**src/rtl/core/hierarchical_depth_pyramid_top_macros.svh**
```systemverilog
// Assertion macros for the hierarchical depth pyramid block.
// Included by the modules that carry concurrent assertions.
`ifndef HIERARCHICAL_DEPTH_PYRAMID_TOP_MACROS_SVH
`define HIERARCHICAL_DEPTH_PYRAMID_TOP_MACROS_SVH

// Same-cycle implication, disabled while reset is asserted.
`define HDP_ASSERT_NOW(lbl, clk, rst_n, ante, cons) \
    lbl: assert property (@(posedge clk) disable iff (!rst_n) (ante) |-> (cons)) \
        else $error("hdp assertion failed");

// Next-cycle implication, disabled while reset is asserted.
`define HDP_ASSERT_NEXT(lbl, clk, rst_n, ante, cons) \
    lbl: assert property (@(posedge clk) disable iff (!rst_n) (ante) |=> (cons)) \
        else $error("hdp assertion failed");

`endif

```
**src/rtl/core/hdp_pkg.sv**
```systemverilog
// Package for the hierarchical depth pyramid: sizes, level table and
// the request/response structs shared by the core modules. No dependencies.
package hdp_pkg;

    localparam int SIDE        = 256;
    localparam int SIDE_BITS   = 8;
    localparam int DEPTH_BITS  = 24;
    localparam int COLOR_BITS  = 24;
    localparam int LEVELS      = 9;
    localparam int LVL_BITS    = 4;
    localparam int PYR_TOTAL   = 87381;
    localparam int ADDR_BITS   = 17;
    localparam int COORD_BITS  = SIDE_BITS + 2;
    localparam int SUB_BITS    = 3;

    localparam logic [ADDR_BITS-1:0] LVL_BASE [LEVELS] = '{
        17'd0, 17'd65536, 17'd81920, 17'd86016, 17'd87040,
        17'd87296, 17'd87360, 17'd87376, 17'd87380
    };

    typedef logic [ADDR_BITS-1:0]  t_addr;
    typedef logic [DEPTH_BITS-1:0] t_depth;

    typedef struct packed {
        logic   we;
        t_addr  addr;
        t_depth wdata;
    } t_mem_req;

    typedef struct packed {
        t_depth a;
        t_depth b;
    } t_cmp_req;

    typedef struct packed {
        logic   lt;
        t_depth min;
    } t_cmp_res;

endpackage

```
**src/rtl/core/hdp_cmp_unit.sv**
```systemverilog
// Shared depth comparator: less-than flag and minimum of two depths.
// Depends on hdp_pkg.
module hdp_cmp_unit
    import hdp_pkg::*;
(
    input  t_cmp_req i_req,
    output t_cmp_res o_res
);

    always_comb begin
        o_res.lt  = i_req.a < i_req.b;
        o_res.min = o_res.lt ? i_req.a : i_req.b;
    end

endmodule

```
**config.mk**
```make
export PLATFORM = sky130hd
export DESIGN_NAME = hdp_cmp_unit
export DESIGN_NICKNAME = d
export VERILOG_FILES = /design/src/rtl/core/hierarchical_depth_pyramid_top_macros.svh /design/src/rtl/core/hdp_pkg.sv /design/src/rtl/core/hdp_cmp_unit.sv
export SDC_FILE = /design/constraint.sdc
export NUM_CORES = 1
export LEC_CHECK = 0
export ABC_AREA = 1
export BUFFER_PORTS_ARGS = -buffer_cell sky130_fd_sc_hd__buf_4
export CAP_MARGIN = 20
export CORE_UTILIZATION = 39
export DETAILED_ROUTE_END_ITERATION = 8
export GPL_ROUTABILITY_DRIVEN = 0
export PLACE_DENSITY = 0.8
export SETUP_SLACK_MARGIN = 0.15
export SLEW_MARGIN = 15
export SYNTH_ARGS = -nofsm -noshare
export SYNTH_HDL_FRONTEND = slang
export SYNTH_SLANG_ARGS = --single-unit
```
**constraint.sdc**
```tcl
create_clock -name vclk -period 1.6
set_input_delay 0.24 -clock vclk [all_inputs]
set_output_delay 0.24 -clock vclk [all_outputs]
set_load 0.1 [all_outputs]
```
==> summary.txt, run 1 <==
Logic synthesis
  • Compound-gate portion of the synthesized area: 6.079%
  • Count leader, synth: nand2_1
  • Leading area contributor after synthesis: nand2_1
  • Share of the synthesized area in the top cell type: 29.40%
  • Post-synthesis simple-gate area fraction: 47.64%
  • Synthesized net count: 260
  • Cell count after synthesis: 189
  • Post-synthesis xor/xnor area fraction: 0%
  • Synth top cells by count: nand2_1 (79), inv_1 (35), nand3_1 (25), ha_1 (23), nor2_1 (8)
  • Seq/Total Area, Yosys: 0%
  • Mux cell area share after synthesis: 0%
  • Count of cell types in the netlist: 15
  • Synth Cell Area: 1008 um2
  • Post-synthesis area per instance: 5.336 um2
  • Adder-cell share of the synthesized area: 28.54%
  • Largest family of logic cells by synthesized area: simple AND/OR/NAND/NOR gates
  • Yosys Warn Count: 0
  • Synth area leaders: nand2_1 (29%), ha_1 (29%), inv_1 (13%)

Clock network
  • Cts hold-fix bufs: 0
  • Cts repair resizes: 178
  • Post-CTS setup buffer count: 2

Die
  • Die Wd: 52.85 um
  • Die Y: 52.85 um
  • I/O pin cnt: 73
  • Rows: 18
  • Initial core utilization: 41.08%

Status
  • Status: aborted with a tool error
  • First Err: [ERROR DPL-0038] Utilization greater than 100%, impossible to legalize
  • Stop stage: clock tree synthesis

Place
  • Detailed Place HPWL: 2584 um
  • Port buffer count: 73
  • Placed insts: 296
  • Dpl cell area: 1971 um2
-- logic make-up after synthesis --
logic type      count (synthesis)
simple gates                  116
fa+ha+maj                      23
buf+inv                        41
compound gates                  9
-- metrics by stage --
step                utilization [%]  setup TNS [ps]  worst slack (ps)
detailed placement            80.28          -14940            -615.4
floorplan                         -           -5620            -254.8
global placement              80.28          -13310            -540.4
==> run 2, diff against run 1 <==
--- a/config.mk
+++ b/config.mk
@@ -8,11 +8,11 @@
 export ABC_AREA = 1
 export BUFFER_PORTS_ARGS = -buffer_cell sky130_fd_sc_hd__buf_4
 export CAP_MARGIN = 20
-export CORE_UTILIZATION = 39
+export CORE_AREA = 2 2 63 65
 export DETAILED_ROUTE_END_ITERATION = 8
+export DIE_AREA = 0 0 65 67
 export GPL_ROUTABILITY_DRIVEN = 0
-export PLACE_DENSITY = 0.8
-export SETUP_SLACK_MARGIN = 0.15
+export PLACE_DENSITY_LB_ADDON = 0.15
 export SLEW_MARGIN = 15
 export SYNTH_ARGS = -nofsm -noshare
 export SYNTH_HDL_FRONTEND = slang
==> constraint.sdc (replaced) <==
create_clock -name vclk -period 2.1
set_input_delay 0.315 -clock vclk [all_inputs]
set_output_delay 0.315 -clock vclk [all_outputs]
set_load 0.1 [all_outputs]
==> summary.txt, run 2 <==
Critical path
  • Setup CP Type: input pin to primary output
  • CP top delay family: buffers and inverters
  • Worst EP arrival: 2000 ps
  • CP Launch Type: input pin
  • Crit end category: primary output
  • CP Cell Sequence: buf_8 -> inv_4 -> ha_4 -> a21oi_2 -> nand2_2 -> nand2_2 -> nand2_2 -> a21oi_4 -> buf_12 -> nand2_8 -> nand2_2 -> nand2_2 -> buf_12
  • WP buf/inv: 4
  • Critical path's most frequent cell: nand2_2
  • Max Fanout on Critical Path: 7
  • Slowest-stage cell, CP: a21oi_4
  • Worst Path Required: 1780 ps
  • Delay of the slowest critical-path stage: 260 ps

Hold path
  • Hold crit path type: input pin to primary output

GRT
  • Busiest grt layer: met2
  • Maximum number of pins on one net before global-route repair: 9
  • Grt met2 use: 43.43%
  • Met1 GRT Util: 22.60%
  • Initial antenna violation count: 0
  • Grt ovf: 0
  • Vias in the first global route: 1618
  • Met3 usage: 3.547%
  • First-pass GRT wire length: 7272 um
  • Total global-route track usage: 21.38%

Layout
  • Share of layout cells above drive strength 1: 80.07%
  • NumNets Final: 349
  • Number of clock buffers in the layout: 0
  • Most frequent cells in the layout: nand2_4 (42), buf_4 (38), buf_12 (29), nand2_2 (20)
  • Antenna diode count: 0
  • Fin cells: 324
  • Post-route cell area: 3032 um2
  • Area grow syn2layout: 200.6%
  • Commonest non-fill, non-tap cell in the layout: nand2_4
  • Sequential Area: 0 um2
  • FF+latch count: 0

Die
  • Core footprint: 3606 um2
  • DIE AREA: 4355 um2
  • Rows: 22 (+4)
  • Initial core utilization: 27.97% (-13 points)
  • Die Y: 67 um (+27%)
  • I/O pin cnt: 73 (unchanged)
  • Die Wd: 65 um (+23%)

Power and ir drop
  • LEAKAGE: 1.526 nW
  • Final Total Pwr: 1.466 mW
  • Pwr dens: 483.7 nW/um2
  • Peak VDD IR: 0.3394 mV

Logic synthesis
  • Synthesized net count: 260 (unchanged)
  • Synth top cells by count: nand2_1 (79), inv_1 (35), nand3_1 (25), ha_1 (23), nor2_1 (8)
  • Seq/Total Area, Yosys: 0% (unchanged)
  • Count of cell types in the netlist: 15 (unchanged)
  • Share of the synthesized area in the top cell type: 29.40% (unchanged)
  • Count leader, synth: nand2_1
  • Cell count after synthesis: 189 (unchanged)
  • Synth Cell Area: 1008 um2 (unchanged)
  • Leading area contributor after synthesis: nand2_1
  • Post-synthesis area per instance: 5.336 um2 (unchanged)
  • Synth area leaders: nand2_1 (29%), ha_1 (29%), inv_1 (13%)
  • Yosys Warn Count: 0 (unchanged)

Job
  • Maxcap violations: 0

Place
  • Dpl cell area: 1810 um2 (-8.1%)
  • Detailed Place HPWL: 2510 um (-2.9%)
  • Port buffer count: 73 (unchanged)
  • DP Worst Slack: -307.4 ps (+307.9 ps)
  • Placed insts: 315 (+6.4%)

STA
  • RSZ-0062 raised after global routing: true
  • Worst-margin pin slew: 266.6 ps
  • F_max: 432.0 MHz
  • Final Setup Violations: 25
  • Slew HR: 82.19%
  • Part of the cycle the worst path needs: 110.2%
  • Final WS setup: -214.6 ps
  • Final min period: 2315 ps
  • Final Hold Vio Count: 0
  • Final slew viol count: 0
  • Worst hold margin: 980.0 ps

Drt
  • Vias: 1566
  • DRC Markers: 0
  • Final ANT Viol Nets: 0
  • Vias/cell: 4.833
  • First drt pass iteration count: 4
  • WL/cell: 15.71 um
  • Final WL: 5089 um
  • DRT iter0 DRCs: 39

Status
  • Failing checks: setup timing
  • Status: finished with violations

Clock network
  • Cts hold-fix bufs: 0 (unchanged)
[run 2: cell counts after synthesis]
Identical to the previous run, type by type.
[run 2: repair_timing]
item,in CTS,in global routing
cloned,3,0
setup endpoints to repair,25,25
pin swaps,55,25
gates resized for setup,231,27
setup buffers,6,2
[run 2: power by group]
group	internal, mW	leakage, nW	switching (mW)
clock	0	0	0
sequential	0	0	0
combinational	0.559	1.53	0.907
[run 2: worst paths after layout]
| path | cells after the start | slack [ps] | end | start |
|---|---|---|---|---|
| min | 4 | 980 | o_res[12] | i_req[12] |
| max | 13 | -210 | o_res[2] | i_req[11] |
[run 2: final cells by class]
type	count	area [um2]
multi-input cells	151	1670
repair buffers	90	1151
fillers	194	574.3
inverters	35	150.1
well taps	48	60.06
[run 2: routing by layer]
| layer | routed length [um] | vias to the layer above |
|---|---|---|
| li1 | - | 772 |
| met1 | 1844 | 727 |
| met2 | 2823 | 57 |
| met3 | 286 | 10 |
| met4 | 135 | 0 |
| met5 | 0 | - |
[run 2: cells by family after synthesis]
logic type | after synthesis | synth area share (%)
AOI/OAI and AO/OA | 9 | 6.080
adders and majority gates | 23 | 28.54
buffers and inverters | 41 | 17.74
and+or+nand+nor | 116 | 47.64
[run 2: stage by stage]
| stage | TNS, ps | utilization (%) |
|---|---|---|
| final | -4791 | 84.07 |
| after global routing | -6522 | 84.07 |
| after CTS | -1605 | 81.16 |
| after detailed placement | -7233 | 50.21 |
| after global placement | -6493 | 50.21 |
| after floorplan | -76.28 | - |
No activity file was read; power rests on OpenSTA's default activity.
