$ cat src/rtl/core/hierarchical_depth_pyramid_top_macros.svh
// Assertion macros for the hierarchical depth pyramid block.
// Included by the modules that carry concurrent assertions.
`ifndef HIERARCHICAL_DEPTH_PYRAMID_TOP_MACROS_SVH
`define HIERARCHICAL_DEPTH_PYRAMID_TOP_MACROS_SVH

// Same-cycle implication, disabled while reset is asserted.
`define HDP_ASSERT_NOW(lbl, clk, rst_n, ante, cons) \
    lbl: assert property (@(posedge clk) disable iff (!rst_n) (ante) |-> (cons)) \
        else $error("hdp assertion failed");

// Next-cycle implication, disabled while reset is asserted.
`define HDP_ASSERT_NEXT(lbl, clk, rst_n, ante, cons) \
    lbl: assert property (@(posedge clk) disable iff (!rst_n) (ante) |=> (cons)) \
        else $error("hdp assertion failed");

`endif

$ cat src/rtl/core/hdp_pkg.sv
// Package for the hierarchical depth pyramid: sizes, level table and
// the request/response structs shared by the core modules. No dependencies.
package hdp_pkg;

    localparam int SIDE        = 256;
    localparam int SIDE_BITS   = 8;
    localparam int DEPTH_BITS  = 24;
    localparam int COLOR_BITS  = 24;
    localparam int LEVELS      = 9;
    localparam int LVL_BITS    = 4;
    localparam int PYR_TOTAL   = 87381;
    localparam int ADDR_BITS   = 17;
    localparam int COORD_BITS  = SIDE_BITS + 2;
    localparam int SUB_BITS    = 3;

    localparam logic [ADDR_BITS-1:0] LVL_BASE [LEVELS] = '{
        17'd0, 17'd65536, 17'd81920, 17'd86016, 17'd87040,
        17'd87296, 17'd87360, 17'd87376, 17'd87380
    };

    typedef logic [ADDR_BITS-1:0]  t_addr;
    typedef logic [DEPTH_BITS-1:0] t_depth;

    typedef struct packed {
        logic   we;
        t_addr  addr;
        t_depth wdata;
    } t_mem_req;

    typedef struct packed {
        t_depth a;
        t_depth b;
    } t_cmp_req;

    typedef struct packed {
        logic   lt;
        t_depth min;
    } t_cmp_res;

endpackage

$ cat src/rtl/core/hdp_ctrl.sv
// Sequencer for the depth pyramid: memory clear, box query descent and
// pixel write with level rebuild. Depends on hdp_pkg and the macro header.
`include "hierarchical_depth_pyramid_top_macros.svh"

module hdp_ctrl
    import hdp_pkg::*;
(
    input  logic                  i_clk,
    input  logic                  i_rst_n,
    input  logic                  i_valid,
    output logic                  o_ready,
    input  logic                  i_opcode,
    input  logic [SIDE_BITS-1:0]  i_box_x_max,
    input  logic [SIDE_BITS-1:0]  i_box_x_min,
    input  logic [SIDE_BITS-1:0]  i_box_y_max,
    input  logic [SIDE_BITS-1:0]  i_box_y_min,
    input  t_depth                i_depth,
    input  logic [SIDE_BITS-1:0]  i_pixel_x,
    input  logic [SIDE_BITS-1:0]  i_pixel_y,
    input  logic [COLOR_BITS-1:0] i_pixel_color,
    output logic                  o_valid,
    input  logic                  i_ready,
    output logic                  o_visible,
    output logic                  o_write_enable,
    output logic [SIDE_BITS-1:0]  o_write_x,
    output logic [SIDE_BITS-1:0]  o_write_y,
    output logic [COLOR_BITS-1:0] o_write_color,
    output t_mem_req              o_mem_req,
    input  t_depth                i_mem_rdata,
    output t_cmp_req              o_cmp_req,
    input  t_cmp_res              i_cmp_res
);

    typedef logic signed [COORD_BITS-1:0] t_coord;
    typedef logic [LVL_BITS-1:0]          t_lvl;

    typedef enum logic [10:0] {
        S_CLEAR = 11'b000_0000_0001,
        S_IDLE  = 11'b000_0000_0010,
        S_QX    = 11'b000_0000_0100,
        S_QY    = 11'b000_0000_1000,
        S_QADJ  = 11'b000_0001_0000,
        S_QRD   = 11'b000_0010_0000,
        S_QCMP  = 11'b000_0100_0000,
        S_WRD   = 11'b000_1000_0000,
        S_WTEST = 11'b001_0000_0000,
        S_RRD   = 11'b010_0000_0000,
        S_DONE  = 11'b100_0000_0000
    } t_state;

    localparam t_lvl                SB_L     = t_lvl'(SIDE_BITS);
    localparam t_lvl                LVL_LAST = t_lvl'(LEVELS - 1);
    localparam logic [SUB_BITS-1:0] SUB_LAST = SUB_BITS'(4);
    localparam t_addr               CLR_LAST = t_addr'(PYR_TOTAL - 1);

    function automatic t_coord halve(input t_coord v);
        t_coord t;
        t = v + t_coord'({{(COORD_BITS-1){1'b0}}, v[COORD_BITS-1]});
        return t >>> 1;
    endfunction

    t_state                r_state, n_state;
    t_addr                 r_clr_addr, n_clr_addr;
    t_coord                r_xa, n_xa, r_xb, n_xb, r_ya, n_ya, r_yb, n_yb;
    t_lvl                  r_hx, n_hx, r_hy, n_hy;
    t_depth                r_depth, n_depth;
    logic [SIDE_BITS-1:0]  r_px, n_px, r_py, n_py, r_cx, n_cx, r_cy, n_cy;
    logic [COLOR_BITS-1:0] r_color, n_color;
    t_lvl                  r_lvl, n_lvl;
    logic [SUB_BITS-1:0]   r_sub, n_sub;
    t_depth                r_acc, n_acc;
    logic                  r_res_vis, n_res_vis, r_res_we, n_res_we;
    logic [SIDE_BITS-1:0]  r_res_x, n_res_x, r_res_y, n_res_y;
    logic [COLOR_BITS-1:0] r_res_col, n_res_col;
    logic                  r_out_valid, n_out_valid;
    logic                  r_out_vis, n_out_vis, r_out_we, n_out_we;
    logic [SIDE_BITS-1:0]  r_out_x, n_out_x, r_out_y, n_out_y;
    logic [COLOR_BITS-1:0] r_out_col, n_out_col;

    t_coord w_qlen;
    logic   w_qroot;
    t_lvl   w_qlvl;
    t_addr  w_qaddr;
    t_addr  w_l0addr;
    t_lvl   w_clvl;
    t_addr  w_child_addr;
    t_addr  w_parent_addr;

    always_comb begin
        w_qlen  = $signed(COORD_BITS'(SIDE) >> r_hx);
        w_qroot = (r_hx >= t_lvl'(LEVELS)) || (r_xa < 0) || (r_ya < 0) ||
                  (r_xa >= w_qlen) || (r_ya >= w_qlen);
        w_qlvl  = w_qroot ? LVL_LAST : r_hx;
        w_qaddr = LVL_BASE[w_qlvl] + (w_qroot ? t_addr'(0) :
                  ((t_addr'(r_ya[SIDE_BITS-1:0]) << (SB_L - r_hx)) +
                   t_addr'(r_xa[SIDE_BITS-1:0])));

        w_l0addr = t_addr'({r_py, r_px});

        w_clvl        = r_lvl - t_lvl'(1);
        w_child_addr  = LVL_BASE[w_clvl] +
                        (t_addr'({r_cy[SIDE_BITS-1:1], r_sub[1]}) << (SB_L - w_clvl)) +
                        t_addr'({r_cx[SIDE_BITS-1:1], r_sub[0]});
        w_parent_addr = LVL_BASE[r_lvl] +
                        (t_addr'(r_cy >> 1) << (SB_L - r_lvl)) +
                        t_addr'(r_cx >> 1);
    end

    always_comb begin
        n_state     = r_state;
        n_clr_addr  = r_clr_addr;
        n_xa        = r_xa;
        n_xb        = r_xb;
        n_ya        = r_ya;
        n_yb        = r_yb;
        n_hx        = r_hx;
        n_hy        = r_hy;
        n_depth     = r_depth;
        n_px        = r_px;
        n_py        = r_py;
        n_cx        = r_cx;
        n_cy        = r_cy;
        n_color     = r_color;
        n_lvl       = r_lvl;
        n_sub       = r_sub;
        n_acc       = r_acc;
        n_res_vis   = r_res_vis;
        n_res_we    = r_res_we;
        n_res_x     = r_res_x;
        n_res_y     = r_res_y;
        n_res_col   = r_res_col;
        n_out_valid = r_out_valid;
        n_out_vis   = r_out_vis;
        n_out_we    = r_out_we;
        n_out_x     = r_out_x;
        n_out_y     = r_out_y;
        n_out_col   = r_out_col;

        o_mem_req.we    = 1'b0;
        o_mem_req.addr  = w_l0addr;
        o_mem_req.wdata = r_depth;
        o_cmp_req.a     = i_mem_rdata;
        o_cmp_req.b     = r_depth;

        if (r_out_valid && i_ready) begin
            n_out_valid = 1'b0;
        end

        case (r_state)
            S_CLEAR: begin
                o_mem_req.we    = 1'b1;
                o_mem_req.addr  = r_clr_addr;
                o_mem_req.wdata = '0;
                n_clr_addr      = r_clr_addr + t_addr'(1);
                if (r_clr_addr == CLR_LAST) begin
                    n_state = S_IDLE;
                end
            end
            S_IDLE: begin
                if (i_valid) begin
                    n_depth = i_depth;
                    n_xa    = $signed({2'b00, i_box_x_max}) - $signed(COORD_BITS'(1));
                    n_xb    = $signed({2'b00, i_box_x_min}) + $signed(COORD_BITS'(1));
                    n_ya    = $signed({2'b00, i_box_y_max}) - $signed(COORD_BITS'(1));
                    n_yb    = $signed({2'b00, i_box_y_min}) + $signed(COORD_BITS'(1));
                    n_hx    = '0;
                    n_hy    = '0;
                    n_px    = i_pixel_x;
                    n_py    = i_pixel_y;
                    n_color = i_pixel_color;
                    n_state = i_opcode ? S_WRD : S_QX;
                end
            end
            S_QX: begin
                if (r_xa != r_xb) begin
                    n_xa = halve(r_xa);
                    n_xb = halve(r_xb);
                    n_hx = r_hx + t_lvl'(1);
                end else begin
                    n_state = S_QY;
                end
            end
            S_QY: begin
                if (r_ya != r_yb) begin
                    n_ya = halve(r_ya);
                    n_yb = halve(r_yb);
                    n_hy = r_hy + t_lvl'(1);
                end else begin
                    n_state = S_QADJ;
                end
            end
            S_QADJ: begin
                if (r_hx > r_hy) begin
                    n_ya = halve(r_ya);
                    n_hy = r_hy + t_lvl'(1);
                end else if (r_hy > r_hx) begin
                    n_xa = halve(r_xa);
                    n_hx = r_hx + t_lvl'(1);
                end else begin
                    n_state = S_QRD;
                end
            end
            S_QRD: begin
                o_mem_req.addr = w_qaddr;
                n_state        = S_QCMP;
            end
            S_QCMP: begin
                n_res_vis = i_cmp_res.lt;
                n_res_we  = 1'b0;
                n_res_x   = '0;
                n_res_y   = '0;
                n_res_col = '0;
                n_state   = S_DONE;
            end
            S_WRD: begin
                n_state = S_WTEST;
            end
            S_WTEST: begin
                if (i_cmp_res.lt) begin
                    o_mem_req.we = 1'b1;
                    n_res_vis    = 1'b1;
                    n_res_we     = 1'b1;
                    n_res_x      = r_px;
                    n_res_y      = r_py;
                    n_res_col    = r_color;
                    n_lvl        = t_lvl'(1);
                    n_sub        = '0;
                    n_cx         = r_px;
                    n_cy         = r_py;
                    n_state      = S_RRD;
                end else begin
                    n_res_vis = 1'b0;
                    n_res_we  = 1'b0;
                    n_res_x   = '0;
                    n_res_y   = '0;
                    n_res_col = '0;
                    n_state   = S_DONE;
                end
            end
            S_RRD: begin
                o_cmp_req.a    = (r_sub == SUB_BITS'(1)) ? '1 : r_acc;
                o_cmp_req.b    = i_mem_rdata;
                o_mem_req.addr = (r_sub == SUB_LAST) ? w_parent_addr : w_child_addr;
                if (r_sub != '0) begin
                    n_acc = i_cmp_res.min;
                end
                if (r_sub == SUB_LAST) begin
                    o_mem_req.we    = 1'b1;
                    o_mem_req.wdata = i_cmp_res.min;
                    n_cx            = r_cx >> 1;
                    n_cy            = r_cy >> 1;
                    n_sub           = '0;
                    if (r_lvl == LVL_LAST) begin
                        n_state = S_DONE;
                    end else begin
                        n_lvl = r_lvl + t_lvl'(1);
                    end
                end else begin
                    n_sub = r_sub + SUB_BITS'(1);
                end
            end
            S_DONE: begin
                if (!r_out_valid || i_ready) begin
                    n_out_valid = 1'b1;
                    n_out_vis   = r_res_vis;
                    n_out_we    = r_res_we;
                    n_out_x     = r_res_x;
                    n_out_y     = r_res_y;
                    n_out_col   = r_res_col;
                    n_state     = S_IDLE;
                end
            end
            default: begin
                n_state = S_IDLE;
            end
        endcase
    end

    always_ff @(posedge i_clk) begin
        if (!i_rst_n) begin
            r_state     <= S_CLEAR;
            r_clr_addr  <= '0;
            r_out_valid <= 1'b0;
            r_lvl       <= '0;
            r_sub       <= '0;
        end else begin
            r_state     <= n_state;
            r_clr_addr  <= n_clr_addr;
            r_out_valid <= n_out_valid;
            r_lvl       <= n_lvl;
            r_sub       <= n_sub;
        end
    end

    always_ff @(posedge i_clk) begin
        r_xa      <= n_xa;
        r_xb      <= n_xb;
        r_ya      <= n_ya;
        r_yb      <= n_yb;
        r_hx      <= n_hx;
        r_hy      <= n_hy;
        r_depth   <= n_depth;
        r_px      <= n_px;
        r_py      <= n_py;
        r_cx      <= n_cx;
        r_cy      <= n_cy;
        r_color   <= n_color;
        r_acc     <= n_acc;
        r_res_vis <= n_res_vis;
        r_res_we  <= n_res_we;
        r_res_x   <= n_res_x;
        r_res_y   <= n_res_y;
        r_res_col <= n_res_col;
        r_out_vis <= n_out_vis;
        r_out_we  <= n_out_we;
        r_out_x   <= n_out_x;
        r_out_y   <= n_out_y;
        r_out_col <= n_out_col;
    end

    assign o_ready        = (r_state == S_IDLE);
    assign o_valid        = r_out_valid;
    assign o_visible      = r_out_vis;
    assign o_write_enable = r_out_we;
    assign o_write_x      = r_out_x;
    assign o_write_y      = r_out_y;
    assign o_write_color  = r_out_col;

    `HDP_ASSERT_NEXT(a_accept_leaves_idle, i_clk, i_rst_n, i_valid && o_ready, r_state != S_IDLE)
    `HDP_ASSERT_NOW(a_query_levels_agree, i_clk, i_rst_n, r_state == S_QRD, r_hx == r_hy)
    `HDP_ASSERT_NEXT(a_rebuild_ends_done, i_clk, i_rst_n, (r_state == S_RRD) && (r_sub == SUB_LAST) && (r_lvl == LVL_LAST), r_state == S_DONE)
    `HDP_ASSERT_NOW(a_write_implies_pass, i_clk, i_rst_n, r_out_valid && r_out_we, r_out_vis)

endmodule

$ cat config.mk
export PLATFORM = sky130hd
export DESIGN_NAME = hdp_ctrl
export DESIGN_NICKNAME = d
export VERILOG_FILES = /design/src/rtl/core/hdp_pkg.sv /design/src/rtl/core/hdp_ctrl.sv
export VERILOG_INCLUDE_DIRS = /design/src /design/src/rtl/core
export SDC_FILE = /design/constraint.sdc
export NUM_CORES = 1
export LEC_CHECK = 0
export BUFFER_PORTS_ARGS = -buffer_cell sky130_fd_sc_hd__buf_2
export CORE_ASPECT_RATIO = 1.2
export CORE_MARGIN = 2
export CORE_UTILIZATION = 52
export CTS_CLUSTER_DIAMETER = 150
export DETAILED_ROUTE_END_ITERATION = 6
export PLACE_DENSITY = 0.77
export SLEW_MARGIN = 10
export SYNTH_ARGS = -nofsm -noshare
export SYNTH_HDL_FRONTEND = slang
export SYNTH_SLANG_ARGS = --single-unit
$ cat constraint.sdc
create_clock -name i_clk -period 6.09 [get_ports i_clk]
set_input_delay 0.609 -clock i_clk [delete_from_list [all_inputs] [get_ports i_clk]]
set_output_delay 0.609 -clock i_clk [all_outputs]
set_load 0.02 [all_outputs]
==> impl_metrics.toml <==
[timing]
hold_ws_ns = 0.212
period_minus_slack_ns = 5.90
finalSetupViolations = 0
skew_ns = 0.0173
hold_violations = 0
fin_crit_sh = 0.969
setup_slack_ns = 0.192
finalSetupTns_ns = 0
slew_violations = 0
max_slew_margin = 0.228
fmax_mhz = 170
worstMarginPinSlew_ns = 1.14

[cells_and_area]
ff_latch_area_um2 = 7690
nNetsFinal = 2408
layout_commonest_cell = "buf_2"
area_delta_synth_final_pct = 18.8
drive_above_1_share = 0.211
layoutNonFillerInstCount = 2614
multi_input_area_um2 = 9430
n_fill_cell = 2778
layout_common_cells = "buf_2, nand2_1, edfxtp_1"
utilization = 0.626

[synth]
synth_edf_count = 232
synthMuxAreaShare = 0.0243
async_reset_ff_frac = 0
yosys_warnings = 0
synth_compound_area_frac = 0.122
synth_top_family_by_area = "simple AND/OR/NAND/NOR gates"
synthAdderAreaFrac = 0.0948
synth_nets = 2127
synth-simple-area-share = 0.220
ys_types = 82
synthXorXnorAreaFrac = 0.0662
synthCells = 1850
syn_area_per_cell_um2 = 9.44
synth_flop_cell = "edfxtp_1"
synth_area_um2 = 17500
yosysSeqAreaShare = 0.440
synth_seq_cells = 268

[floorplanning]
dieWidth_um = 171
core-area_um2 = 33200
ios = 284
dieArea_um2 = 35100
start_util = 0.527
rows = 73
fp.dieH_um = 205

[grt]
grtUsageTotal = 0.291
antenna_found_initial = 12
grt_pass1_wl_um = 79400
grt_pass1_vias = 14585
globalRouteOverflowTotal = 0
grt_max_degree = 51

[setup_path]
worst_ep_required_time_ns = 5.48
arrival_ns = 5.29
crit_chain = "inv_2 > ha_4 > ha_4 > buf_12 > mux4_2 > nand2_1 > o41ai_2 > ha_1 > and3_4 > o311a_4 > o21a_1 > nor2_2 > xor2_1 > nor2_1 > ha_1 > nand4b_1 > o31a_1 > o21bai_1 > xnor2_1 > o221ai_1 > buf_4"
critPathMaxStageDelay_ns = 0.52
crit_path_end_kind = "output port"
crit_type = "register to output port"
worstPathMaxFanout = 17
cp_num_buf_inv = 3
start_kind = "register"
crit_path_top_delay_cell = "mux4_2"
path_delay_family = "compound AO/OA/AOI/OAI gates"

[power]
vdd_drop_max_mv = 0.218
p_per_area_nw_per_um2 = 208
leakage_uw = 0.00867

[detailed_routing]
wl_per_cell_um = 20.0
drt_iter0_drc = 1328
wl_um = 52200
vias = 15128
viasPerCell = 5.79
antenna_left = 0
dr.pass1.iters = 6
route.detailed.drc = 0

[clock_network]
htree_levels = 1
clock_latency_ns = 0.57
root_buffer = "clkbuf_16"
cts_sinks = 268
cts_tree = "yes"
clk_path_buf_depth = 3
clk_pin_slew_ns = 0.07
cts_made_buffers = 29

[place]
dp_hpwl_um = 39600
port_buffers = 283
pre_cts_ws_ns = 0.143
routabilityCongestion = 0.999
dp_cells = 2534

[min_path]
hp-class = "input port to register"

[job]
drv_cap = 0

[outcome]
run_status = "complete, no violations"
## flip-flops by register name (all words and copies together) (netlist names), 7 cells and up
register and cells:
r_color 24, r_py 8, r_yb 10, r_res_y 8
o_write_color 24, r_state 11, o_write_y 8, r_px 8
r_cy 7, r_cx 7, r_res_x 8, o_write_x 8
r_xa 9, r_xb 10, r_acc 24, r_depth 24
r_ya 9, r_res_col 24, r_clr_addr 17
## through the flow
stage / power [uW] / cell area (um2)
finish: 4320 / 20700
global route: 4450 / 20700
CTS: 4330 / 20500
detailed placement: 2560 / 19400
global placement: 2550 / 19400
floorplan: 2350 / 17500
## path summary, 6_finish.rpt
| kind | slack (ns) | from | cells after the start | endpoint |
|---|---|---|---|---|
| setup / recovery | 0.19 | r_hx[0] | 21 | o_mem_req[39] |
| hold reg to reg | 0.42 | r_res_col[19] | 0 | o_write_color[19] |
| hold / removal | 0.21 | i_depth[2] | 1 | r_depth[2] |
| setup reg to reg | 2.51 | r_state[5] | 6 | r_hy[3] |
## cell usage after synthesis (5+ instances only)
cell type | n | area (um2)
nor3_1 | 50 | 250
and2_1 | 74 | 463
mux2i_1 | 21 | 210
nand2_1 | 261 | 980
or2_2 | 9 | 56.3
inv_1 | 62 | 233
fa_1 | 9 | 180
o21a_1 | 7 | 52.6
a21boi_0 | 11 | 82.6
ha_1 | 118 | 1480
o211ai_1 | 14 | 105
a21o_1 | 16 | 120
a221oi_1 | 6 | 52.6
a22oi_1 | 9 | 67.6
dfxtp_1 | 36 | 721
xor2_1 | 48 | 420
xnor2_1 | 84 | 736
nor2b_1 | 15 | 93.8
and4_1 | 6 | 52.6
nand4b_1 | 5 | 43.8
clkbuf_1 | 70 | 263
nor4_1 | 10 | 62.6
o21ai_0 | 104 | 521
edfxtp_1 | 232 | 6970
a22o_1 | 5 | 43.8
buf_2 | 9 | 45.0
nor2_1 | 198 | 743
mux2_2 | 11 | 124
a211oi_1 | 13 | 97.6
nand3_1 | 65 | 325
nor3b_1 | 7 | 52.6
a211o_1 | 5 | 43.8
a21oi_1 | 94 | 470
nand4_1 | 19 | 119
nand2b_1 | 11 | 68.8
a31oi_1 | 10 | 62.6
and3_1 | 26 | 163
or3_1 | 11 | 68.8
## logic make-up (layout without fill, tap and decap cells)
kind of cell / count (synthesis) / after routing
AOI/OAI and AO/OA: 341 / 341
muxes: 36 / 36
other: 0 / 11
and+or+nand+nor: 798 / 798
adders and majority gates: 127 / 127
DFF: 268 / 268
buffers and inverters: 148 / 451
xor gates and xnor gates: 132 / 132
## area by class of cell
| type | instances | area share |
|---|---|---|
| diodes | 11 | 0.00133 |
| clock buffers | 36 | 0.0367 |
| clock inverters | 17 | 0.00959 |
| inverters | 64 | 0.0116 |
| multi-input cells | 1434 | 0.454 |
| flip-flops and latches | 268 | 0.371 |
| well taps | 450 | 0.0271 |
| repair buffers | 334 | 0.0885 |
## worst register-to-register path, stage by stage, from the launching register on
cell	delay, ns
dfxtp_1	0.42
nor4_1	0.44
and3b_1	0.35
nand2_1	0.10
nor3b_2	0.89
a211oi_1	0.13
nor2_1	0.87
## report_power, final
group          switching (uW)  internal (uW)  total (uW)
logic                     329            190         519
registers                22.7           2000        2020
clock network             755           1030        1780
## routing by layer
| metal | track usage | part of all wire |
|---|---|---|
| met1 | 0.359 | 0.40 |
| met2 | 0.488 | 0.48 |
| met4 | 0.148 | 0.053 |
| met5 | 0 | 0.00031 |
| met3 | 0.0527 | 0.067 |
## what timing repair did
action	4_1_cts	5_1_grt
pin swaps	0	9
gates resized for setup	10	38
hold buffers	0	0
setup endpoints to repair	4	9
setup buffers	5	11
Note: power is estimated with default switching activity, not from simulation.
